[src/hw/rtl/tbn_pkg.sv]
`timescale 1ns / 1ps

package tbn_pkg;

    localparam int unsigned BYTE_W  = 8;
    localparam int unsigned COUNT_W = 24;
    localparam int unsigned SEEN_W  = 25;
    localparam int unsigned REG_IDX_W = 2;
    localparam int unsigned CFG_DATA_W = 24;

    localparam logic [SEEN_W-1:0]  SEEN_MAX = '1;
    localparam logic [COUNT_W-1:0] RUN_MAX  = '1;

    localparam logic [COUNT_W-1:0] SIZE_LIMIT_RESET = 24'd1048576;

    localparam logic [BYTE_W-1:0] CHAR_TAB   = 8'h09;
    localparam logic [BYTE_W-1:0] CHAR_LF    = 8'h0A;
    localparam logic [BYTE_W-1:0] CHAR_CR    = 8'h0D;
    localparam logic [BYTE_W-1:0] CHAR_SPACE = 8'h20;

    localparam logic [BYTE_W-1:0] UTF8_CONT_MASK  = 8'hC0;
    localparam logic [BYTE_W-1:0] UTF8_CONT_BITS  = 8'h80;
    localparam logic [BYTE_W-1:0] UTF8_LEAD2_MASK = 8'hE0;
    localparam logic [BYTE_W-1:0] UTF8_LEAD2_BITS = 8'hC0;
    localparam logic [BYTE_W-1:0] UTF8_LEAD3_MASK = 8'hF0;
    localparam logic [BYTE_W-1:0] UTF8_LEAD3_BITS = 8'hE0;
    localparam logic [BYTE_W-1:0] UTF8_LEAD4_MASK = 8'hF8;
    localparam logic [BYTE_W-1:0] UTF8_LEAD4_BITS = 8'hF0;

    typedef enum logic [REG_IDX_W-1:0] {
        REG_SIZE_LIMIT     = 2'd0,
        REG_FOLD_ENDINGS   = 2'd1,
        REG_TRIM_ENABLE    = 2'd2,
        REG_CHECK_ENCODING = 2'd3
    } reg_idx_t;

    typedef enum logic [1:0] {
        OUTCOME_OK        = 2'd0,
        OUTCOME_TOO_LARGE = 2'd1,
        OUTCOME_BAD_UTF8  = 2'd2
    } outcome_t;

    typedef struct packed {
        logic [COUNT_W-1:0] size_limit;
        logic               fold_line_endings;
        logic               trim_enable;
        logic               check_encoding;
    } cfg_t;

    typedef struct packed {
        logic [BYTE_W-1:0] body_byte;
        logic              final_byte;
    } in_word_t;

    typedef struct packed {
        logic [BYTE_W-1:0]  text_byte;
        logic               has_byte;
        logic               end_of_body;
        logic [COUNT_W-1:0] tail_trim_count;
        logic [1:0]         outcome;
    } out_word_t;

    // one accepted byte after classification: optional byte, optional status
    typedef struct packed {
        logic [BYTE_W-1:0]  text_byte;
        logic               has_byte;
        logic               fin;
        logic [COUNT_W-1:0] tail_trim_count;
        outcome_t           outcome;
    } entry_t;

endpackage

[src/hw/rtl/text_body_normalize_trim_utf8_check_top.sv]
`timescale 1ns / 1ps

// Text body normalizer. Body bytes go in one per push; with folding on, each
// byte is folded (CR LF and lone CR become LF), leading whitespace is dropped
// when trimming is on, and emitted bytes are checked for UTF-8 lead/continuation
// structure. A byte gives zero or one byte word; a byte marked final also
// gives a status word with the trailing whitespace count to cut and the
// outcome (too large wins over invalid UTF-8). The front accepts one byte per
// cycle with no bubbles; the back hands out one word per cycle, so a final
// byte that also emits a byte gives two words on the output side. A small
// queue between the two absorbs that and any output stall; the input backs
// up only when it fills. Registers may be written only while the block is idle.
module text_body_normalize_trim_utf8_check_top #(
    parameter int unsigned QUEUE_DEPTH = 4
) (
    input  logic                             clk,
    input  logic                             rst_n,
    input  logic                             push,
    output logic                             full,
    input  tbn_pkg::in_word_t                in_word,
    output logic                             empty,
    input  logic                             pop,
    output tbn_pkg::out_word_t               out_word,
    input  logic                             cfg_we,
    input  logic [tbn_pkg::REG_IDX_W-1:0]    cfg_index,
    input  logic [tbn_pkg::CFG_DATA_W-1:0]   cfg_data
);

    tbn_pkg::cfg_t   cfg_reg;
    logic            q_full;
    logic            q_push;
    logic            q_pop;
    logic            q_nonempty;
    tbn_pkg::entry_t wr_entry;
    tbn_pkg::entry_t rd_entry;

    always_ff @(posedge clk or negedge rst_n)
    begin
        if (!rst_n)
        begin
            cfg_reg.size_limit        <= tbn_pkg::SIZE_LIMIT_RESET;
            cfg_reg.fold_line_endings <= 1'b1;
            cfg_reg.trim_enable       <= 1'b1;
            cfg_reg.check_encoding    <= 1'b1;
        end
        else if (cfg_we)
        begin
            unique case (tbn_pkg::reg_idx_t'(cfg_index))
                tbn_pkg::REG_SIZE_LIMIT:     cfg_reg.size_limit        <= cfg_data;
                tbn_pkg::REG_FOLD_ENDINGS:   cfg_reg.fold_line_endings <= cfg_data[0];
                tbn_pkg::REG_TRIM_ENABLE:    cfg_reg.trim_enable       <= cfg_data[0];
                tbn_pkg::REG_CHECK_ENCODING: cfg_reg.check_encoding    <= cfg_data[0];
                default:                     cfg_reg                   <= cfg_reg;
            endcase
        end
    end

    tbn_front u_front (
        .clk     (clk),
        .rst_n   (rst_n),
        .push    (push),
        .in_word (in_word),
        .cfg     (cfg_reg),
        .q_full  (q_full),
        .full    (full),
        .q_push  (q_push),
        .q_entry (wr_entry)
    );

    tbn_queue #(
        .DEPTH (QUEUE_DEPTH)
    ) u_queue (
        .clk        (clk),
        .rst_n      (rst_n),
        .wr_en      (q_push),
        .wr_entry   (wr_entry),
        .q_full     (q_full),
        .rd_en      (q_pop),
        .q_nonempty (q_nonempty),
        .rd_entry   (rd_entry)
    );

    tbn_back u_back (
        .clk        (clk),
        .rst_n      (rst_n),
        .q_nonempty (q_nonempty),
        .q_entry    (rd_entry),
        .q_pop      (q_pop),
        .empty      (empty),
        .pop        (pop),
        .out_word   (out_word)
    );

endmodule

[src/hw/rtl/tbn_front.sv]
`timescale 1ns / 1ps

module tbn_front (
    input  logic             clk,
    input  logic             rst_n,
    input  logic             push,
    input  tbn_pkg::in_word_t in_word,
    input  tbn_pkg::cfg_t    cfg,
    input  logic             q_full,
    output logic             full,
    output logic             q_push,
    output tbn_pkg::entry_t  q_entry
);

    logic [tbn_pkg::SEEN_W-1:0]  bytes_seen_reg, bytes_seen_next;
    logic                        after_cr_reg, after_cr_next;
    logic                        content_started_reg, content_started_next;
    logic [tbn_pkg::COUNT_W-1:0] tail_run_reg, tail_run_next;
    logic [1:0]                  cont_due_reg, cont_due_next;
    logic                        enc_bad_reg, enc_bad_next;

    logic                        accept;
    logic [tbn_pkg::BYTE_W-1:0]  b;
    logic                        emit;
    logic                        ws;
    logic [tbn_pkg::SEEN_W-1:0]  seen_inc;
    logic [tbn_pkg::COUNT_W-1:0] run_upd;
    logic [1:0]                  due_upd;
    logic                        bad_upd;
    logic                        fin;

    assign full   = q_full;
    assign accept = push && !q_full;
    assign fin    = in_word.final_byte;

    always_comb
    begin
        seen_inc = (bytes_seen_reg == tbn_pkg::SEEN_MAX) ? bytes_seen_reg
                                                          : bytes_seen_reg + 1'b1;
        b             = in_word.body_byte;
        emit          = 1'b1;
        after_cr_next = 1'b0;
        if (cfg.fold_line_endings)
        begin
            if (b == tbn_pkg::CHAR_CR)
            begin
                b             = tbn_pkg::CHAR_LF;
                after_cr_next = 1'b1;
            end
            else if (b == tbn_pkg::CHAR_LF && after_cr_reg)
            begin
                emit = 1'b0;
            end
        end

        ws = (b == tbn_pkg::CHAR_SPACE) || (b >= tbn_pkg::CHAR_TAB && b <= tbn_pkg::CHAR_CR);

        if (cfg.trim_enable && !content_started_reg && ws)
            emit = 1'b0;

        run_upd              = tail_run_reg;
        content_started_next = content_started_reg;
        due_upd              = cont_due_reg;
        bad_upd              = enc_bad_reg;

        if (emit)
        begin
            if (ws)
            begin
                if (tail_run_reg != tbn_pkg::RUN_MAX)
                    run_upd = tail_run_reg + 1'b1;
            end
            else
            begin
                run_upd              = '0;
                content_started_next = 1'b1;
            end

            // lenient utf-8 lead / continuation structure
            if ((b & tbn_pkg::UTF8_CONT_MASK) == tbn_pkg::UTF8_CONT_BITS)
            begin
                if (cont_due_reg != 2'd0)
                    due_upd = cont_due_reg - 2'd1;
                else
                    bad_upd = 1'b1;
            end
            else
            begin
                if (cont_due_reg != 2'd0)
                    bad_upd = 1'b1;
                priority if (b[7] == 1'b0)
                    due_upd = 2'd0;
                else if ((b & tbn_pkg::UTF8_LEAD2_MASK) == tbn_pkg::UTF8_LEAD2_BITS)
                    due_upd = 2'd1;
                else if ((b & tbn_pkg::UTF8_LEAD3_MASK) == tbn_pkg::UTF8_LEAD3_BITS)
                    due_upd = 2'd2;
                else if ((b & tbn_pkg::UTF8_LEAD4_MASK) == tbn_pkg::UTF8_LEAD4_BITS)
                    due_upd = 2'd3;
                else
                begin
                    due_upd = 2'd0;
                    bad_upd = 1'b1;
                end
            end
        end

        q_entry.text_byte       = b;
        q_entry.has_byte        = emit;
        q_entry.fin             = fin;
        q_entry.tail_trim_count = cfg.trim_enable ? run_upd : '0;
        priority if (seen_inc > {1'b0, cfg.size_limit})
            q_entry.outcome = tbn_pkg::OUTCOME_TOO_LARGE;
        else if (cfg.check_encoding && (bad_upd || due_upd != 2'd0))
            q_entry.outcome = tbn_pkg::OUTCOME_BAD_UTF8;
        else
            q_entry.outcome = tbn_pkg::OUTCOME_OK;

        q_push = accept && (emit || fin);

        if (fin)
        begin
            bytes_seen_next      = '0;
            after_cr_next        = 1'b0;
            content_started_next = 1'b0;
            tail_run_next        = '0;
            cont_due_next        = 2'd0;
            enc_bad_next         = 1'b0;
        end
        else
        begin
            bytes_seen_next = seen_inc;
            tail_run_next   = run_upd;
            cont_due_next   = due_upd;
            enc_bad_next    = bad_upd;
        end
    end

    always_ff @(posedge clk or negedge rst_n)
    begin
        if (!rst_n)
        begin
            bytes_seen_reg      <= '0;
            after_cr_reg        <= 1'b0;
            content_started_reg <= 1'b0;
            tail_run_reg        <= '0;
            cont_due_reg        <= 2'd0;
            enc_bad_reg         <= 1'b0;
        end
        else if (accept)
        begin
            bytes_seen_reg      <= bytes_seen_next;
            after_cr_reg        <= after_cr_next;
            content_started_reg <= content_started_next;
            tail_run_reg        <= tail_run_next;
            cont_due_reg        <= cont_due_next;
            enc_bad_reg         <= enc_bad_next;
        end
    end

endmodule

[src/hw/rtl/tbn_queue.sv]
`timescale 1ns / 1ps

module tbn_queue #(
    parameter int unsigned DEPTH = 4
) (
    input  logic            clk,
    input  logic            rst_n,
    input  logic            wr_en,
    input  tbn_pkg::entry_t wr_entry,
    output logic            q_full,
    input  logic            rd_en,
    output logic            q_nonempty,
    output tbn_pkg::entry_t rd_entry
);

    localparam int unsigned PTR_W = (DEPTH > 1) ? $clog2(DEPTH) : 1;
    localparam int unsigned CNT_W = $clog2(DEPTH + 1);
    localparam logic [PTR_W-1:0] PTR_LAST = PTR_W'(DEPTH - 1);
    localparam logic [CNT_W-1:0] CNT_FULL = CNT_W'(DEPTH);

    tbn_pkg::entry_t  mem [DEPTH];
    logic [PTR_W-1:0] wr_ptr_reg, wr_ptr_next;
    logic [PTR_W-1:0] rd_ptr_reg, rd_ptr_next;
    logic [CNT_W-1:0] count_reg, count_next;

    assign q_full     = (count_reg == CNT_FULL);
    assign q_nonempty = (count_reg != '0);
    assign rd_entry   = mem[rd_ptr_reg];

    always_comb
    begin
        wr_ptr_next = wr_ptr_reg;
        rd_ptr_next = rd_ptr_reg;
        if (wr_en)
            wr_ptr_next = (wr_ptr_reg == PTR_LAST) ? '0 : wr_ptr_reg + 1'b1;
        if (rd_en)
            rd_ptr_next = (rd_ptr_reg == PTR_LAST) ? '0 : rd_ptr_reg + 1'b1;
        unique case ({wr_en, rd_en})
            2'b10:   count_next = count_reg + 1'b1;
            2'b01:   count_next = count_reg - 1'b1;
            default: count_next = count_reg;
        endcase
    end

    always_ff @(posedge clk)
    begin
        if (wr_en)
            mem[wr_ptr_reg] <= wr_entry;
    end

    always_ff @(posedge clk or negedge rst_n)
    begin
        if (!rst_n)
        begin
            wr_ptr_reg <= '0;
            rd_ptr_reg <= '0;
            count_reg  <= '0;
        end
        else
        begin
            wr_ptr_reg <= wr_ptr_next;
            rd_ptr_reg <= rd_ptr_next;
            count_reg  <= count_next;
        end
    end

endmodule

[src/hw/rtl/tbn_back.sv]
`timescale 1ns / 1ps

module tbn_back (
    input  logic               clk,
    input  logic               rst_n,
    input  logic               q_nonempty,
    input  tbn_pkg::entry_t    q_entry,
    output logic               q_pop,
    output logic               empty,
    input  logic               pop,
    output tbn_pkg::out_word_t out_word
);

    tbn_pkg::entry_t cur_reg;
    logic            cur_valid_reg, cur_valid_next;
    logic            byte_pending_reg, byte_pending_next;
    logic            taken;
    logic            done;

    assign empty = !cur_valid_reg;
    assign taken = pop && cur_valid_reg;
    // word finished with this entry: a lone byte, or the status word
    assign done  = taken && (!byte_pending_reg || !cur_reg.fin);
    assign q_pop = q_nonempty && (!cur_valid_reg || done);

    always_comb
    begin
        cur_valid_next    = cur_valid_reg;
        byte_pending_next = byte_pending_reg;
        if (q_pop)
        begin
            cur_valid_next    = 1'b1;
            byte_pending_next = q_entry.has_byte;
        end
        else if (done)
        begin
            cur_valid_next = 1'b0;
        end
        else if (taken)
        begin
            byte_pending_next = 1'b0;
        end

        if (byte_pending_reg)
        begin
            out_word.text_byte       = cur_reg.text_byte;
            out_word.has_byte        = 1'b1;
            out_word.end_of_body     = 1'b0;
            out_word.tail_trim_count = '0;
            out_word.outcome         = tbn_pkg::OUTCOME_OK;
        end
        else
        begin
            out_word.text_byte       = '0;
            out_word.has_byte        = 1'b0;
            out_word.end_of_body     = 1'b1;
            out_word.tail_trim_count = cur_reg.tail_trim_count;
            out_word.outcome         = cur_reg.outcome;
        end
    end

    always_ff @(posedge clk)
    begin
        if (q_pop)
            cur_reg <= q_entry;
    end

    always_ff @(posedge clk or negedge rst_n)
    begin
        if (!rst_n)
        begin
            cur_valid_reg    <= 1'b0;
            byte_pending_reg <= 1'b0;
        end
        else
        begin
            cur_valid_reg    <= cur_valid_next;
            byte_pending_reg <= byte_pending_next;
        end
    end

endmodule
[config.mk]
export PLATFORM = sky130hd
export DESIGN_NAME = text_body_normalize_trim_utf8_check_top
export DESIGN_NICKNAME = d
export VERILOG_FILES = /design/src/hw/rtl/tbn_pkg.sv /design/src/hw/rtl/text_body_normalize_trim_utf8_check_top.sv /design/src/hw/rtl/tbn_front.sv /design/src/hw/rtl/tbn_queue.sv /design/src/hw/rtl/tbn_back.sv
export SDC_FILE = /design/constraint.sdc
export NUM_CORES = 1
export LEC_CHECK = 0
export BUFFER_PORTS_ARGS = -buffer_cell sky130_fd_sc_hd__buf_2
export CORE_UTILIZATION = 65
export DETAILED_ROUTE_END_ITERATION = 16
export PLACE_DENSITY_LB_ADDON = 0.05
export SYNTH_ARGS = -nofsm -noshare
export SYNTH_HDL_FRONTEND = slang
export SYNTH_SLANG_ARGS = --single-unit
[constraint.sdc]
create_clock -name clk -period 12.4 [get_ports clk]
set_input_delay 2.48 -clock clk [delete_from_list [all_inputs] [get_ports clk]]
set_output_delay 2.48 -clock clk [all_outputs]
set_load 0.05 [all_outputs]
; Yosys cells after proc, flatten, opt, wreduce, memory -nomap -nowiden
; Memories as Yosys holds them, arrays and structs flattened.
; Cells that the tools add are included.
[op_classes]
addsub = 7
n_lt_le_gt_ge = 3
reduce_logical = 34
eq_ne = 19
muxes = 49
[ops]
columns = op, count
row1 = $mux W24, 5
row2 = $mux W25, 2
row3 = $mux W36, 1
row4 = $mux W1, 26
row5 = $add A25 B1 Y25 const B, 1
row6 = $eq A25 B25 Y1 const B, 1
row7 = $gt A25 B24 Y1, 1
row8 = $add A24 B1 Y24 const B, 1
row9 = $mux W2, 12
row10 = $ne A24 B24 Y1 const B, 1
row11 = $eq A8 B4 Y1 const B, 2
row12 = $mux W8, 2
row13 = $eq A2 B2 Y1 const B, 6
row14 = $reduce_bool A2 Y1, 6
row15 = $logic_and A1 B1 Y1, 10
row16 = $reduce_and A2 Y1, 5
row17 = $eq A8 B6 Y1 const B, 1
row18 = $ge A8 B4 Y1 const B, 1
row19 = $le A8 B4 Y1 const B, 1
row20 = $eq A3 B3 Y1 const B, 2
row21 = $pmux W3 S2, 1
row22 = $eq A5 B5 Y1 const B, 1
row23 = $logic_not A1 Y1, 5
row24 = $logic_or A1 B1 Y1, 5
row25 = 10 further kinds, 13
[totals]
regBits = 125
output_inout_bits = 38
mem_bits_rw = 144
n_memories = 1
in_bits = 40
wordCells = 132
[mem_list]
columns = name, words, word_bits, read_ports, rd_clocked_by_memory_dff, write_ports, line
row1 = u_queue.mem, 4, 36, 1, 0, 1, tbn_queue.sv:21  ; tbn_pkg::entry_t mem [DEPTH];

; Depth between registers and ports, before layout
[logic_depth]
depth_word = 15
mapped_depth = 14
mapped_depth_nobuf = 12

; Hierarchy
; Synthesis repeated with hierarchy kept, for this count alone.
[unflattened]
hier_cells = 964
hier_area_um2 = 12821.0
[by_module_without_submodules]
columns = mod, seq_area_each_um2, n_inst, cells_per_inst, area_each_um2
row1 = tbn_queue, 4499.3, 1, 223, 5616.6
row2 = tbn_front, 1351.3, 1, 594, 4750.8
row3 = tbn_back, 1101.1, 1, 87, 1407.6
row4 = text_body_normalize_trim_utf8_check_top, 680.7, 1, 60, 1046.0

; Least setup slack after synthesis
; No wires, ideal clock.
[synth_path]
path_kind = input to register
from = input port pop
to = register u_queue.count_reg[1]
slack_ns = 6.678
setup_time_ns = 0.125
path_buffers = 0
path_stages = 5
t_arrival_ns = 5.597
cell_sequence = nand2_1 -> a21oi_1 -> ha_1 -> fa_1 -> mux2_2
[synth_via]
elab_chain_len = 6
[synth_rtl]
columns = item, line
row1 = from (decl), text_body_normalize_trim_utf8_check_top.sv:22  ; input logic pop,
row2 = $logic_and A1 B1 Y1 *, tbn_back.sv:21  ; assign taken = pop && cur_valid_reg;
row3 = $logic_and A1 B1 Y1 *, tbn_back.sv:23  ; assign done = taken && (!byte_pending_reg || !cur_reg.fin);
row4 = $logic_or A1 B1 Y1 *, tbn_back.sv:24  ; assign q_pop = q_nonempty && (!cur_valid_reg || done);
row5 = $logic_and A1 B1 Y1 *, tbn_back.sv:24
row6 = via q_pop, text_body_normalize_trim_utf8_check_top.sv:32  ; logic q_pop;
row7 = $eq A2 B1 Y1 / $eq A2 B2 Y1 (equally long branches), tbn_queue.sv:38  ; unique case ({wr_en, rd_en})
row8 = $pmux W3 S2 *, tbn_queue.sv:38
row9 = via u_queue.count_next[1], tbn_queue.sv:24  ; logic [CNT_W-1:0] count_reg, count_next;
row10 = to (signal assigned), tbn_queue.sv:63  ; count_reg <= count_next;
row11 = to (decl), tbn_queue.sv:24
; The timed path passes the listed nets; every way through them passes the cells marked *.
; A chain may end at the register's enable or synchronous reset.

; Worst setup path in the final report
[layout_path]
from = input port in_word[0] (netlist bit)
to = memory u_queue.mem[3][15] (netlist bit) (enable)
[layout_via]
elab_chain_len = 4
[layout_rtl]
columns = item, line
row1 = from (decl), text_body_normalize_trim_utf8_check_top.sv:20  ; input tbn_pkg::in_word_t in_word,
row2 = $logic_or A1 B1 Y1, tbn_front.sv:118  ; q_push = accept && (emit || fin);
row3 = $logic_and A1 B1 Y1, tbn_front.sv:118
row4 = $mux W1, tbn_queue.sv:47  ; if (wr_en)
row5 = $mux W1 (not written as such), tbn_queue.sv:48  ; mem[wr_ptr_reg] <= wr_entry;
row6 = to (decl), tbn_queue.sv:21
; No other way between the ends.

==> summary.txt <==
Min path
  – Min-delay src: u_queue.count_reg[2]$_DFFE_PN0P_
  – Worst Hold Class: flop to flop

Floorplan
  – Initial core utilization: 0.673
  – DIE AREA: 0.0202 sq mm
  – Core area: 0.0190 sq mm
  – # IOs: 78
  – Rows: 50
  – Die Ht: roughly 140 um
  – Die width: 142 um

Synthesis
  – Xor and xnor area share after synthesis: 0.0316
  – Most numerous cell in the Yosys netlist: edfxtp_1
  – Leading post-synthesis cells by instance count: edfxtp_1, nand2_1, dfrtp_1, o21ai_0, nor2_1
  – Top post-synthesis cells by area: edfxtp_1, dfrtp_1, mux4_2
  – Post-synthesis simple-gate area fraction: 0.141
  – Synth Register Bits: 269
  – Top cell type's share of synthesized area: 0.421
  – Sequential fraction of the synthesis area: 0.598
  – Mean Syn Cell Area: roughly 13 sq um
  – Syn nets: 1079
  – Adder-cell share of the synthesized area: 0.0329
  – Post-synth ARST share: 0.335
  – Ys flop type: edfxtp_1
  – Mapped Cells: approximately 1k
  – EDFF count, synth: 179
  – Post-synthesis compound-gate area fraction: 0.0832
  – Post-synth cell types: 72
  – Main combinational cell family by area after synthesis: simple AND/OR/NAND/NOR gates
  – Yosys top cell by area: edfxtp_1
  – Mux contribution to synthesized area: 0.0823
  – Ys Warns: 0
  – Synth Cell Area: 0.0128 sq mm

Worst setup path
  – Worst-path fanout max: 37
  – CP Launch Type: primary input
  – CP required: 12.60 ns
  – RR Startpoint: u_front.bytes_seen_reg[16]$_DFFE_PN0P_
  – Crit path DAT: 5.15 ns
  – CP Cell Sequence: buf_2, inv_1, a21oi_1, and2_1, buf_4
  – Crit. End Element: flop
  – CP Launch Point: in_word[0]
  – Slowest CP cell: and2_1
  – Setup CP Type: primary input to flop
  – Crit path largest cell delay: 0.85 ns

Timing
  – Final setup TNS: 0 ns
  – Minimum clock period: roughly 5.0 ns
  – Fmax: 0.202 GHz
  – Hold WS: about 0.5 ns
  – Worst slew pin tran: roughly 1.1 ns
  – Final WS setup: 7.45 ns
  – Final setup violation count: 0
  – Unrepaired setup endpoints after global routing: no
  – Fin. Hold Viols: 0
  – Fin crit share: 0.399
  – Final Skew: 0.00832 ns
  – Slew headroom: 0.259
  – Final Slew Violations: 0

Clock network
  – Post-CTS sizing: 0
  – CTS H-tree depth: 1
  – CTS buffer count: 26
  – Clock Sink Count: 269
  – Clock Pin Slew Worst Setup and Hold Paths: 0.06 ns
  – Clock Latency Late Sink: approximately 0.53 ns
  – Clk buf depth: 3
  – CTS tree: done
  – CTS Hold Bufs: 0
  – # Post-CTS Setup Buffers: 0
  – Root Driver: clkbuf_16

GRT
  – First-pass GRT wire length: 41700 um
  – Largest net degree at the start of global routing: 64
  – Total gr overflow: 0
  – Vias in the first global route: 8004
  – Total GRT Usage: 0.267
  – Initial antenna violation count: 0

Placed design
  – Final GP Congestion: 0.866
  – Place WS: 6.93 ns
  – DP HPWL: 16500 um
  – Port-buffer cells: 77
  – Cell Count Post-Placement: 1301

Detailed routing
  – DRT Wirelength: approximately 26000 um
  – Number of routed nets with antenna violations: 0
  – WL/cell: approximately 19 um
  – Initial DRC count: roughly 560
  – Vias: 8190
  – Drt first pass iters: 5
  – Post-DR vias/cell: 6.07
  – DRC Markers: 0

Finish
  – N_diodes: 0
  – FF+latch area: 0.00763 sq mm
  – Post-layout net count: 1142
  – Fill count: 1278
  – Flip-flop count of the largest register after layout: approximately 140
  – Area of the multi-input gates: 0.00476 sq mm
  – Cell Count, Final, Fillers Out: 1349
  – Share of cells above drive strength 1: 0.193
  – Layout area overhead: 11.4%

Job
  – Number of max-cap violations: 0

Power and ir drop
  – Peak supply drop: 0.187 mV
  – Final Total Pwr: 3.07 mW
  – PwrDens: between 200 and 250 mW/mm^2
  – Leak Pwr: 5.34 nW

Run status
  – Status: completed
## cell type report
cell class | instances | share of cell area
Clock buffer | 34 | 0.0515
Timing Repair Buffer | 90 | 0.0342
Clock inverter | 14 | 0.0100
Tap cell | 260 | 0.0229
Multi-Input combinational cell | 646 | 0.335
Inverter | 36 | 0.00951
Sequential cell | 269 | 0.537
## logic make-up after synthesis
kind of cell             after synthesis
AO/OA/AOI/OAI                        173
XOR/XNOR                              46
adder cells (fa/ha/maj)               33
buffers and inverters                 91
flip-flops                           269
multiplexers                          59
AND/OR/NAND/NOR                      335
## path summary, 6_finish.rpt
kind,end,slack [ns],depth (start not counted)
setup / recovery,u_queue.mem[3][15]$_DFFE_PP_,7.45,5
hold / removal,u_queue.count_reg[2]$_DFFE_PN0P_,0.50,1
setup reg to reg,u_queue.mem[0][1]$_DFFE_PP_,8.36,12
hold reg to reg,u_queue.count_reg[2]$_DFFE_PN0P_,0.50,1
max in group asynchronous,u_queue.rd_ptr_reg[0]$_DFFE_PN0P_,9.28,2
min in group asynchronous,u_queue.count_reg[0]$_DFFE_PN0P_,1.92,1
## cell usage in the layout (no fill, tap or decap), drive strengths merged, types with 16 or more instances in the layout
master	synthesis	final
nand2	95	95
clkbuf	38	34
edfxtp	179	179
a31oi	18	18
o21ai	71	71
buf	17	90
nor2	60	60
a21oi	39	39
nand3	24	24
nand4	21	21
dfrtp	86	86
nor2b	33	33
and2	16	16
xor2	24	24
ha	32	32
mux2i	16	16
inv	36	36
mux4	36	36
and3	17	17
xnor2	22	22
nor3	21	21
## where the power goes
part,switching [mW],internal (mW)
Clock,0.328,0.476
Combinational,0.620,0.328
Sequential,0.0966,1.22
Total,1.05,2.03
## worst max-delay path, delay by kind of cell
kind / cells / cell delay, ns
and+or+nand+nor: 1 / 0.85
buffers and inverters: 3 / 1.29
AOI/OAI and AO/OA: 1 / 0.48
## metal layers
metal / share of wire / GRT usage
met5: 0 / 0
met4: 0.020 / 0.0696
met3: 0.053 / 0.0414
met2: 0.49 / 0.444
met1: 0.44 / 0.370
## metrics by stage
| stage | instance area (sq um) | util |
|---|---|---|
| after floorplan | 12800 | - |
| after global placement | 13300 | 0.703 |
| after detailed placement | 13300 | 0.703 |
| after CTS | 14200 | 0.750 |
| after global routing | 14200 | 0.750 |
| final | 14200 | 0.750 |
(Power assumes the default switching activity.)
